## config.mk

```make
export PLATFORM = sky130hd
export DESIGN_NAME = gpio_controller_with_edge_detect_top
export DESIGN_NICKNAME = d
export VERILOG_FILES = /design/src/hw/rtl/gpioed_pkg.sv /design/src/hw/rtl/gpioed_regfile.sv /design/src/hw/rtl/gpio_controller_with_edge_detect_top.sv
export SDC_FILE = /design/constraint.sdc
export NUM_CORES = 2
export LEC_CHECK = 0
export ABC_AREA = 1
export BUFFER_PORTS_ARGS = -buffer_cell sky130_fd_sc_hd__buf_4
export CAP_MARGIN = 20
export CELL_PAD_IN_SITES_DETAIL_PLACEMENT = 1
export CELL_PAD_IN_SITES_GLOBAL_PLACEMENT = 1
export CORE_ASPECT_RATIO = 1.25
export CORE_UTILIZATION = 50
export CTS_CLUSTER_DIAMETER = 100
export DETAILED_ROUTE_END_ITERATION = 8
export GPL_ROUTABILITY_DRIVEN = 0
export PLACE_DENSITY = 0.88
export RECOVER_POWER = 100
export SYNTH_ARGS = -nofsm -noshare
export SYNTH_HDL_FRONTEND = slang
export SYNTH_SLANG_ARGS = --single-unit
```

## constraint.sdc

```tcl
create_clock -name clock -period 18.4 [get_ports clock]
set_input_delay 2.76 -clock clock [delete_from_list [all_inputs] [get_ports clock]]
set_output_delay 2.76 -clock clock [all_outputs]
set_load 0.01 [all_outputs]
```

## src/hw/rtl/gpioed_pkg.sv

```systemverilog
package gpioed_pkg;

   // Request kinds carried in the request tuser.
   localparam logic [1:0] FUNC_READ   = 2'd0;
   localparam logic [1:0] FUNC_WRITE  = 2'd1;
   localparam logic [1:0] FUNC_SAMPLE = 2'd2;

   // Register word indexes (byte offset divided by four).
   localparam logic [5:0] W_FSEL_LAST = 6'd5;
   localparam logic [5:0] W_SET0      = 6'd7;
   localparam logic [5:0] W_SET1      = 6'd8;
   localparam logic [5:0] W_CLR0      = 6'd10;
   localparam logic [5:0] W_CLR1      = 6'd11;
   localparam logic [5:0] W_LEV0      = 6'd13;
   localparam logic [5:0] W_LEV1      = 6'd14;
   localparam logic [5:0] W_EDS0      = 6'd16;
   localparam logic [5:0] W_EDS1      = 6'd17;
   localparam logic [5:0] W_REN0      = 6'd19;
   localparam logic [5:0] W_REN1      = 6'd20;
   localparam logic [5:0] W_FEN0      = 6'd22;
   localparam logic [5:0] W_FEN1      = 6'd23;
   localparam logic [5:0] W_HEN0      = 6'd25;
   localparam logic [5:0] W_HEN1      = 6'd26;
   localparam logic [5:0] W_LEN0      = 6'd28;
   localparam logic [5:0] W_LEN1      = 6'd29;
   localparam logic [5:0] W_AREN0     = 6'd31;
   localparam logic [5:0] W_AREN1     = 6'd32;
   localparam logic [5:0] W_AFEN0     = 6'd34;
   localparam logic [5:0] W_AFEN1     = 6'd35;
   localparam logic [5:0] W_PUD       = 6'd37;
   localparam logic [5:0] W_PUDCLK0   = 6'd38;
   localparam logic [5:0] W_PUDCLK1   = 6'd39;

   // Function select layout: ten 3-bit fields per word, six words.
   localparam int FSEL_WORDS    = 6;
   localparam int PINS_PER_WORD = 10;
   localparam logic [2:0] FSEL_OUTPUT = 3'd1;

   // Pull state codes.
   localparam logic [1:0] PULL_DOWN = 2'd1;
   localparam logic [1:0] PULL_UP   = 2'd2;

   // Command fields of one request, as seen by the register file.
   typedef struct packed {
      logic [1:0]  func;
      logic [5:0]  word;
      logic [31:0] data;
   } gpioed_cmd_type;

endpackage

```

## src/hw/rtl/gpioed_regfile.sv

```systemverilog
module gpioed_regfile #(
   parameter int NUM_PINS = 54
) (
   input  logic                          clock,
   input  logic                          reset,
   input  logic                          step_en,
   input  gpioed_pkg::gpioed_cmd_type    cmd,
   input  logic [NUM_PINS-1:0]           levels,
   output logic [31:0]                   read_data,
   output logic [NUM_PINS-1:0]           drive_level,
   output logic [NUM_PINS-1:0]           drive_enable,
   output logic [NUM_PINS-1:0]           pull_up_mask,
   output logic [NUM_PINS-1:0]           pull_down_mask,
   output logic                          irq
);

   typedef logic [NUM_PINS-1:0] pins_type;

   // Place a 32-bit bus word into the low or high half of the pin vector.
   function automatic pins_type widen(input logic [31:0] d, input logic hi);
      logic [63:0] v;
      v = hi ? {d, 32'h0} : {32'h0, d};
      return v[NUM_PINS-1:0];
   endfunction

   // Read one half of a pin vector; missing pins read as zero.
   function automatic logic [31:0] half_of(input pins_type r, input logic hi);
      logic [63:0] v;
      v = 64'(r);
      return hi ? v[63:32] : v[31:0];
   endfunction

   // Replace one half of a pin vector with a bus word.
   function automatic pins_type put_half(input pins_type r, input logic [31:0] d,
                                         input logic hi);
      logic [63:0] v;
      v = 64'(r);
      if (hi) begin
         v[63:32] = d;
      end else begin
         v[31:0] = d;
      end
      return v[NUM_PINS-1:0];
   endfunction

   // Bits of a function select word that belong to existing pins.
   function automatic logic [29:0] fsel_mask(input int w);
      logic [29:0] m;
      m = '0;
      for (int k = 0; k < gpioed_pkg::PINS_PER_WORD; k++) begin
         if (w * gpioed_pkg::PINS_PER_WORD + k < NUM_PINS) begin
            m[3*k +: 3] = 3'b111;
         end
      end
      return m;
   endfunction

   logic [29:0] fsel_ff [gpioed_pkg::FSEL_WORDS];
   logic [29:0] fsel_in [gpioed_pkg::FSEL_WORDS];
   pins_type    latch_ff, latch_in;
   pins_type    level_ff, level_in;
   pins_type    status_ff, status_in;
   pins_type    ren_ff, ren_in;
   pins_type    fen_ff, fen_in;
   pins_type    hen_ff, hen_in;
   pins_type    len_ff, len_in;
   pins_type    aren_ff, aren_in;
   pins_type    afen_ff, afen_in;
   pins_type    pull_hi_ff, pull_hi_in;
   pins_type    pull_lo_ff, pull_lo_in;
   logic [1:0]  pud_ff, pud_in;
   logic [31:0] pclk_ff [2];
   logic [31:0] pclk_in [2];

   logic        is_write;
   logic        hi;
   pins_type    wide;
   pins_type    rise, fall, events;

   assign is_write = (cmd.func == gpioed_pkg::FUNC_WRITE);
   assign wide     = widen(cmd.data, hi);

   // The second word of each pair addresses pins 32 and up.
   always_comb begin
      unique case (cmd.word)
         gpioed_pkg::W_SET1, gpioed_pkg::W_CLR1, gpioed_pkg::W_LEV1, gpioed_pkg::W_EDS1,
         gpioed_pkg::W_REN1, gpioed_pkg::W_FEN1, gpioed_pkg::W_HEN1, gpioed_pkg::W_LEN1,
         gpioed_pkg::W_AREN1, gpioed_pkg::W_AFEN1, gpioed_pkg::W_PUDCLK1: hi = 1'b1;
         default: hi = 1'b0;
      endcase
   end

   // Edge and level events seen on a sample tick.
   assign rise   = levels & ~level_ff;
   assign fall   = ~levels & level_ff;
   assign events = (rise & (ren_ff | aren_ff)) | (fall & (fen_ff | afen_ff))
                 | (levels & hen_ff) | (~levels & len_ff);

   // Next state for one request.
   always_comb begin
      for (int i = 0; i < gpioed_pkg::FSEL_WORDS; i++) begin
         fsel_in[i] = fsel_ff[i];
      end
      pclk_in[0] = pclk_ff[0];
      pclk_in[1] = pclk_ff[1];
      latch_in   = latch_ff;
      level_in   = level_ff;
      status_in  = status_ff;
      ren_in     = ren_ff;
      fen_in     = fen_ff;
      hen_in     = hen_ff;
      len_in     = len_ff;
      aren_in    = aren_ff;
      afen_in    = afen_ff;
      pull_hi_in = pull_hi_ff;
      pull_lo_in = pull_lo_ff;
      pud_in     = pud_ff;
      if (cmd.func == gpioed_pkg::FUNC_SAMPLE) begin
         level_in  = levels;
         status_in = status_ff | events;
      end else if (is_write) begin
         priority if (cmd.word <= gpioed_pkg::W_FSEL_LAST) begin
            fsel_in[cmd.word[2:0]] = cmd.data[29:0] & fsel_mask(int'(cmd.word));
         end else begin
            unique case (cmd.word)
               gpioed_pkg::W_SET0, gpioed_pkg::W_SET1: latch_in = latch_ff | wide;
               gpioed_pkg::W_CLR0, gpioed_pkg::W_CLR1: latch_in = latch_ff & ~wide;
               gpioed_pkg::W_EDS0, gpioed_pkg::W_EDS1: status_in = status_ff & ~wide;
               gpioed_pkg::W_REN0, gpioed_pkg::W_REN1:
                  ren_in = put_half(ren_ff, cmd.data, hi);
               gpioed_pkg::W_FEN0, gpioed_pkg::W_FEN1:
                  fen_in = put_half(fen_ff, cmd.data, hi);
               gpioed_pkg::W_HEN0, gpioed_pkg::W_HEN1:
                  hen_in = put_half(hen_ff, cmd.data, hi);
               gpioed_pkg::W_LEN0, gpioed_pkg::W_LEN1:
                  len_in = put_half(len_ff, cmd.data, hi);
               gpioed_pkg::W_AREN0, gpioed_pkg::W_AREN1:
                  aren_in = put_half(aren_ff, cmd.data, hi);
               gpioed_pkg::W_AFEN0, gpioed_pkg::W_AFEN1:
                  afen_in = put_half(afen_ff, cmd.data, hi);
               gpioed_pkg::W_PUD: pud_in = cmd.data[1:0];
               gpioed_pkg::W_PUDCLK0, gpioed_pkg::W_PUDCLK1: begin
                  // Selected pins latch the current pull control value.
                  pclk_in[hi] = cmd.data;
                  pull_hi_in = (pull_hi_ff & ~wide) | (wide & {NUM_PINS{pud_ff[1]}});
                  pull_lo_in = (pull_lo_ff & ~wide) | (wide & {NUM_PINS{pud_ff[0]}});
               end
               default: ;
            endcase
         end
      end
   end

   // Register read; reads change no state.
   always_comb begin
      read_data = '0;
      if (cmd.func == gpioed_pkg::FUNC_READ) begin
         priority if (cmd.word <= gpioed_pkg::W_FSEL_LAST) begin
            read_data = {2'b00, fsel_ff[cmd.word[2:0]]};
         end else begin
            unique case (cmd.word)
               gpioed_pkg::W_LEV0, gpioed_pkg::W_LEV1: read_data = half_of(level_ff, hi);
               gpioed_pkg::W_EDS0, gpioed_pkg::W_EDS1: read_data = half_of(status_ff, hi);
               gpioed_pkg::W_REN0, gpioed_pkg::W_REN1: read_data = half_of(ren_ff, hi);
               gpioed_pkg::W_FEN0, gpioed_pkg::W_FEN1: read_data = half_of(fen_ff, hi);
               gpioed_pkg::W_HEN0, gpioed_pkg::W_HEN1: read_data = half_of(hen_ff, hi);
               gpioed_pkg::W_LEN0, gpioed_pkg::W_LEN1: read_data = half_of(len_ff, hi);
               gpioed_pkg::W_AREN0, gpioed_pkg::W_AREN1: read_data = half_of(aren_ff, hi);
               gpioed_pkg::W_AFEN0, gpioed_pkg::W_AFEN1: read_data = half_of(afen_ff, hi);
               gpioed_pkg::W_PUD:     read_data = {30'h0, pud_ff};
               gpioed_pkg::W_PUDCLK0: read_data = pclk_ff[0];
               gpioed_pkg::W_PUDCLK1: read_data = pclk_ff[1];
               default:               read_data = '0;
            endcase
         end
      end
   end

   // Pin outputs as they stand after this request.
   for (genvar p = 0; p < NUM_PINS; p++) begin : g_pin
      if (p < gpioed_pkg::FSEL_WORDS * gpioed_pkg::PINS_PER_WORD) begin : g_fsel
         assign drive_enable[p] =
            (fsel_in[p / 10][3 * (p % 10) +: 3] == gpioed_pkg::FSEL_OUTPUT);
      end else begin : g_nofsel
         assign drive_enable[p] = 1'b0;
      end
   end

   assign drive_level    = latch_in;
   assign pull_up_mask   = pull_hi_in & ~pull_lo_in;
   assign pull_down_mask = pull_lo_in & ~pull_hi_in;
   assign irq            = |status_in;

   // State registers, updated once per request.
   always_ff @(posedge clock) begin
      if (reset) begin
         for (int i = 0; i < gpioed_pkg::FSEL_WORDS; i++) begin
            fsel_ff[i] <= '0;
         end
         pclk_ff[0] <= '0;
         pclk_ff[1] <= '0;
         latch_ff   <= '0;
         level_ff   <= '0;
         status_ff  <= '0;
         ren_ff     <= '0;
         fen_ff     <= '0;
         hen_ff     <= '0;
         len_ff     <= '0;
         aren_ff    <= '0;
         afen_ff    <= '0;
         pull_hi_ff <= '0;
         pull_lo_ff <= '0;
         pud_ff     <= '0;
      end else if (step_en) begin
         for (int i = 0; i < gpioed_pkg::FSEL_WORDS; i++) begin
            fsel_ff[i] <= fsel_in[i];
         end
         pclk_ff[0] <= pclk_in[0];
         pclk_ff[1] <= pclk_in[1];
         latch_ff   <= latch_in;
         level_ff   <= level_in;
         status_ff  <= status_in;
         ren_ff     <= ren_in;
         fen_ff     <= fen_in;
         hen_ff     <= hen_in;
         len_ff     <= len_in;
         aren_ff    <= aren_in;
         afen_ff    <= afen_in;
         pull_hi_ff <= pull_hi_in;
         pull_lo_ff <= pull_lo_in;
         pud_ff     <= pud_in;
      end
   end

endmodule

```

## src/hw/rtl/gpio_controller_with_edge_detect_top.sv

```systemverilog
// Channel    Direction  Contents
// req        in         tuser: func; tdata: word_offset, write_data, pin_levels
// rsp        out        tdata: read_data, drive_level, drive_enable, pull masks, irq
//
// One request per cycle is accepted unless the result stalls; its result passes through
// the input register, then the result register, before it is valid and can be taken.
// Reset clears the valid flags and every pin state; results reflect state after the request.
// A stalled result holds in the result register while the input register still
// takes one more request; upstream stalls only when both are full.
module gpio_controller_with_edge_detect_top #(
   parameter int NUM_PINS = 54
) (
   input  logic                 clock,
   input  logic                 reset,
   input  logic                 req_tvalid,
   output logic                 req_tready,
   // Fields from bit 0: word_offset[6], write_data[32], pin_levels[NUM_PINS], zero fill.
   input  logic [((38 + NUM_PINS + 7) / 8) * 8 - 1:0] req_tdata,
   // Fields from bit 0: func[2].
   input  logic [1:0]           req_tuser,
   output logic                 rsp_tvalid,
   input  logic                 rsp_tready,
   // Fields from bit 0: read_data[32], drive_level, drive_enable, pull_up_mask,
   // pull_down_mask (NUM_PINS each), irq[1], zero fill.
   output logic [((33 + 4 * NUM_PINS + 7) / 8) * 8 - 1:0] rsp_tdata
);

   localparam int RSP_W = ((33 + 4 * NUM_PINS + 7) / 8) * 8;

   logic                       s1_valid_ff, s1_valid_in;
   gpioed_pkg::gpioed_cmd_type s1_cmd_ff;
   logic [NUM_PINS-1:0]        s1_levels_ff;
   logic                       rsp_valid_ff, rsp_valid_in;
   logic [RSP_W-1:0]           rsp_data_ff, rsp_data_in;
   logic                       req_fire;
   logic                       adv;

   logic [31:0]                read_data;
   logic [NUM_PINS-1:0]        drive_level, drive_enable, pull_up_mask, pull_down_mask;
   logic                       irq;

   // Handshake: the input stage moves on when the result register is free.
   assign adv          = s1_valid_ff && (!rsp_valid_ff || rsp_tready);
   assign req_tready   = !s1_valid_ff || adv;
   assign req_fire     = req_tvalid && req_tready;
   assign s1_valid_in  = req_fire || (s1_valid_ff && !adv);
   assign rsp_valid_in = adv || (rsp_valid_ff && !rsp_tready);

   // Input register.
   always_ff @(posedge clock) begin
      if (reset) begin
         s1_valid_ff <= 1'b0;
      end else begin
         s1_valid_ff <= s1_valid_in;
      end
      if (req_fire) begin
         s1_cmd_ff.func <= req_tuser;
         s1_cmd_ff.word <= req_tdata[5:0];
         s1_cmd_ff.data <= req_tdata[37:6];
         s1_levels_ff   <= req_tdata[38 +: NUM_PINS];
      end
   end

   gpioed_regfile #(
      .NUM_PINS(NUM_PINS)
   ) u_regfile (
      .clock         (clock),
      .reset         (reset),
      .step_en       (adv),
      .cmd           (s1_cmd_ff),
      .levels        (s1_levels_ff),
      .read_data     (read_data),
      .drive_level   (drive_level),
      .drive_enable  (drive_enable),
      .pull_up_mask  (pull_up_mask),
      .pull_down_mask(pull_down_mask),
      .irq           (irq)
   );

   // Pack the result word.
   always_comb begin
      rsp_data_in = '0;
      rsp_data_in[31:0]                      = read_data;
      rsp_data_in[32 +: NUM_PINS]            = drive_level;
      rsp_data_in[32 + NUM_PINS +: NUM_PINS] = drive_enable;
      rsp_data_in[32 + 2 * NUM_PINS +: NUM_PINS] = pull_up_mask;
      rsp_data_in[32 + 3 * NUM_PINS +: NUM_PINS] = pull_down_mask;
      rsp_data_in[32 + 4 * NUM_PINS]         = irq;
   end

   // Result register.
   always_ff @(posedge clock) begin
      if (reset) begin
         rsp_valid_ff <= 1'b0;
      end else begin
         rsp_valid_ff <= rsp_valid_in;
      end
      if (adv) begin
         rsp_data_ff <= rsp_data_in;
      end
   end

   assign rsp_tvalid = rsp_valid_ff;
   assign rsp_tdata  = rsp_data_ff;

   // The input stage refuses a request only while it holds one.
   a_ready_when_empty: assert property (@(posedge clock) disable iff (reset)
      !req_tready |-> s1_valid_ff)
      else $error("input stage stalled while empty");

   // Anything but a read returns zero read data.
   a_read_zero: assert property (@(posedge clock) disable iff (reset)
      (adv && s1_cmd_ff.func != gpioed_pkg::FUNC_READ) |=> (rsp_data_ff[31:0] == 32'h0))
      else $error("nonzero read data for a non-read request");

   // Only a bus write can clear the interrupt.
   a_irq_sticky: assert property (@(posedge clock) disable iff (reset)
      (adv && rsp_valid_ff && s1_cmd_ff.func != gpioed_pkg::FUNC_WRITE
       && rsp_data_ff[32 + 4 * NUM_PINS])
      |=> rsp_data_ff[32 + 4 * NUM_PINS])
      else $error("interrupt dropped without a write");

endmodule
```

==> flow_metrics.py <==
metrics = {
    "route": {
        "wl_mm": 212.2,
        "vias_per_cell": 6.219,
        "drt-wirelength-per-cell_um": 25.84,
        "via_count": 51060,
        "first_pass_iters": 5,
        "drtAntennaViolNets": 0,
        "drc_errors": 0,
        "drt_iter0_drc": 5179,
    },
    "sta": {
        "fmax_mhz": 84.14,
        "fin_tns_setup_ns": 0,
        "relSlewSlack_pct": -294.9,
        "fin_worst_skew_ns": 0.03968,
        "setup_viol": 0,
        "finalHoldViolCount": 0,
        "period_needed_ns": 11.89,
        "setup_ws_ns": 6.515,
        "max_slew.worst_pin.slew_ns": 5.891,
        "fin_crit_sh_pct": 64.59,
        "rsz0062_at_grt": "false",
        "slew_viol_final": 1893,
    },
    "synth": {
        "syn_inst": 6546,
        "synthSimpleGateAreaFrac_pct": 15.79,
        "synth_top_family_by_area": "compound AO/OA/AOI/OAI gates",
        "syn_area_mm2": 0.05429,
        "synth_fa_ha_area_share_pct": 0.4517,
        "synth-compound-area-share_pct": 20.34,
        "synthXorXnorAreaFrac_pct": 0.1729,
        "yosys.cell_types.count": 49,
        "avgSynthCellArea_um2": 8.293,
        "synth_warnings": 0,
        "synth.mux.area_fraction_pct": 0.01844,
        "synth_edf_count": 587,
        "seq_area_frac_synth_pct": 54.63,
        "synth_common_cells": "978 x nand2_1, 855 x nor2_1, 804 x o21ai_0, 752 x inv_1, 601 x dfxtp_1",
        "synth_area_leaders": "edfxtp_1 32%, dfxtp_1 22%, o21ai_0 7.4%, nand2_1 6.8%, nor2_1 5.9%",
        "synth_ff_type": "dfxtp_1",
        "synth_area_leader_cell": "edfxtp_1",
        "synth-async-reset-ratio_pct": 0,
        "yosysMostFrequentCell": "nand2_1",
        "synth_top_area_share_pct": 32.47,
        "ys_ff_latch": 1188,
    },
    "clock_tree": {
        "cts_resized": 0,
        "cts_setup_buffers": 0,
        "cts_hold_buf": 0,
        "clkTransAtPathRegs_ns": 0.07,
        "cts_tree": "built",
        "ctsLongestPathBuffers": 3,
        "htreeDepth": 3,
        "clock_latency_ns": 0.77,
        "numCtsBuffers": 118,
        "clkSinkCount": 1188,
        "root_buffer": "clkbuf_16",
    },
    "placement": {
        "dp_hpwl_mm": 132.9,
        "io_buffers": 348,
        "dp_slack_ns": 12.06,
        "place_inst": 7985,
    },
    "critical_path": {
        "cp-end-kind": "register",
        "cp_max_fo": 64,
        "crit_top_cell": "nand2_1",
        "crit_path_start_kind": "input pin",
        "arrival_ns": 12.53,
        "worst_r2r_path_depth": 14,
        "crit_type": "input pin to register",
        "crit_path_top_delay_cell": "clkinvlp_2",
        "max_stage_delay_ns": 3.36,
        "cp.required_ns": 19.04,
        "crit_chain": "clkbuf_4 -> inv_1 -> nand2_1 -> nand2_2 -> clkbuf_1 -> clkinvlp_2 -> nand2_1 -> nor2_1 -> nand2_1 -> o21ai_0 -> a21oi_1",
    },
    "run": {
        "drv_cap": 35,
    },
    "power": {
        "power_w": 0.005902,
        "powerDensity_mw_per_mm2": 97.72,
        "static-leakage-power_nw": 23.88,
        "ir_drop_mv": 0.07369,
    },
    "grt": {
        "grt_pass1_vias": 52340,
        "antenna_found_initial": 7,
        "grt_start_max_net_pins": 198,
        "grt-ovfl-total": 0,
        "grt_pass1_wl_mm": 316.9,
        "grt_use_total_pct": 37.68,
    },
    "status": {
        "violations": "capacitance limit, slew limit",
        "outcome": "finished, violations left",
    },
    "layout": {
        "nNetsFinal": 6798,
        "drive_gt1_share_pct": 5.356,
        "fillers": 12820,
        "fin_cells": 8210,
        "final_util_pct": 56.37,
        "area_growth_pct": 11.25,
    },
    "floorplan": {
        "die_h_um": 370.4,
        "core_mm2": 0.1071,
        "fp.dieW_um": 296.7,
        "io_pins": 360,
        "row_count": 134,
        "die_area_mm2": 0.1099,
        "start_util_pct": 50.67,
    },
    "hold_path": {
        "hold_path_depth": 2,
        "hold_path.class": "register to register",
    },
}
[layout make-up]
cell class	instances	area (um^2)	area share, %
Antenna cell	5	12.51	0.02072
Clock buffer	177	3525	5.836
Clock inverter	43	390.4	0.6463
Inverter	773	2908	4.814
Multi-Input combinational cell	4170	20010	33.13
Sequential cell	1188	29670	49.12
Tap cell	1428	1787	2.958
Timing Repair Buffer	426	2097	3.472
[routing by layer]
layer	up-vias	wire, um	GRT usage [%]
li1	22380	-	-
met2	2757	98700	61.90
met1	25060	78030	44.38
met5	-	53	0
met4	8	17710	28.65
met3	851	17660	6.228
[final timing paths]
check	startpoint	end	slack, ns
hold / removal	u_regfile.ren_ff[36]	u_regfile.ren_ff[36]	0.47
setup reg to reg	s1_cmd_ff[32]	u_regfile.pull_lo_ff[50]	7.42
hold reg to reg	u_regfile.ren_ff[36]	u_regfile.ren_ff[36]	0.47
setup / recovery	rsp_tready	u_regfile.hen_ff[30]	6.51
[sequential cells by signal (all words and copies together), names as in the netlist, named ones only]
register / count
rsp_tdata: 249
rsp_tvalid: 1
s1_cmd_ff: 40
s1_levels_ff: 54
s1_valid_ff: 1
u_regfile.afen_ff: 54
u_regfile.aren_ff: 54
u_regfile.fen_ff: 54
u_regfile.fsel_ff: 180
u_regfile.hen_ff: 54
u_regfile.latch_ff: 54
u_regfile.len_ff: 54
u_regfile.level_ff: 54
u_regfile.pclk_ff: 64
u_regfile.pud_ff: 2
u_regfile.pull_hi_ff: 54
u_regfile.pull_lo_ff: 54
u_regfile.ren_ff: 54
u_regfile.status_ff: 54
[where the power goes]
| group | total (W) | switching [W] | internal [W] |
|---|---|---|---|
| clock | 0.00248 | 0.00110 | 0.00138 |
| combinational | 0.000494 | 0.000380 | 0.000114 |
| sequential | 0.00293 | 0.0000670 | 0.00286 |
| total | 0.00590 | 0.00155 | 0.00435 |
[worst max-delay path: cells and delay by family]
kind | cells | cell delay [ns]
AND/OR/NAND/NOR | 5 | 4.13
buffers and inverters | 4 | 4.91
AO/OA/AOI/OAI | 2 | 0.63
[logic make-up (layout without fill, tap and decap cells)]
| family | Yosys count | count (layout) |
|---|---|---|
| AOI/OAI and AO/OA | 1994 | 1994 |
| muxes | 1 | 1 |
| and+or+nand+nor | 2140 | 2140 |
| DFF | 1188 | 1188 |
| other | 1 | 12 |
| xor gates and xnor gates | 9 | 9 |
| buffers and inverters | 1194 | 1419 |
| adders and majority gates | 19 | 19 |
[cells in the final DEF (no fill, tap or decap), types with 6 or more instances in the layout]
cell type  count
and2_0        12
nand3_1      225
nand4_1       28
buf_4         49
ha_1          18
clkbuf_4      76
dfxtp_1      597
inv_1        748
o31ai_1        6
o21ai_1      108
nor3_1        12
a211oi_1     150
clkbuf_1     329
o21a_1        34
o211ai_1      12
conb_1         7
o32ai_1       24
a21oi_1      482
clkinv_1      11
clkbuf_16    123
clkbuf_8      24
o21ai_0      881
nand2_1      977
and2_1         7
clkinv_2      22
o22ai_1      245
a22oi_1       30
nor2_1       854
o21bai_1       6
inv_2         15
edfxtp_1     587
[through the flow]
stage / cell area, um^2 / hold WS [ns]
after global routing: 60390 / 0.4818
after floorplan: 54310 / 0.4332
after CTS: 61630 / 0.4675
after global placement: 57720 / 0.4464
final: 60400 / 0.4696
after detailed placement: 57720 / 0.4576
Note: power is estimated with default switching activity, not from simulation.
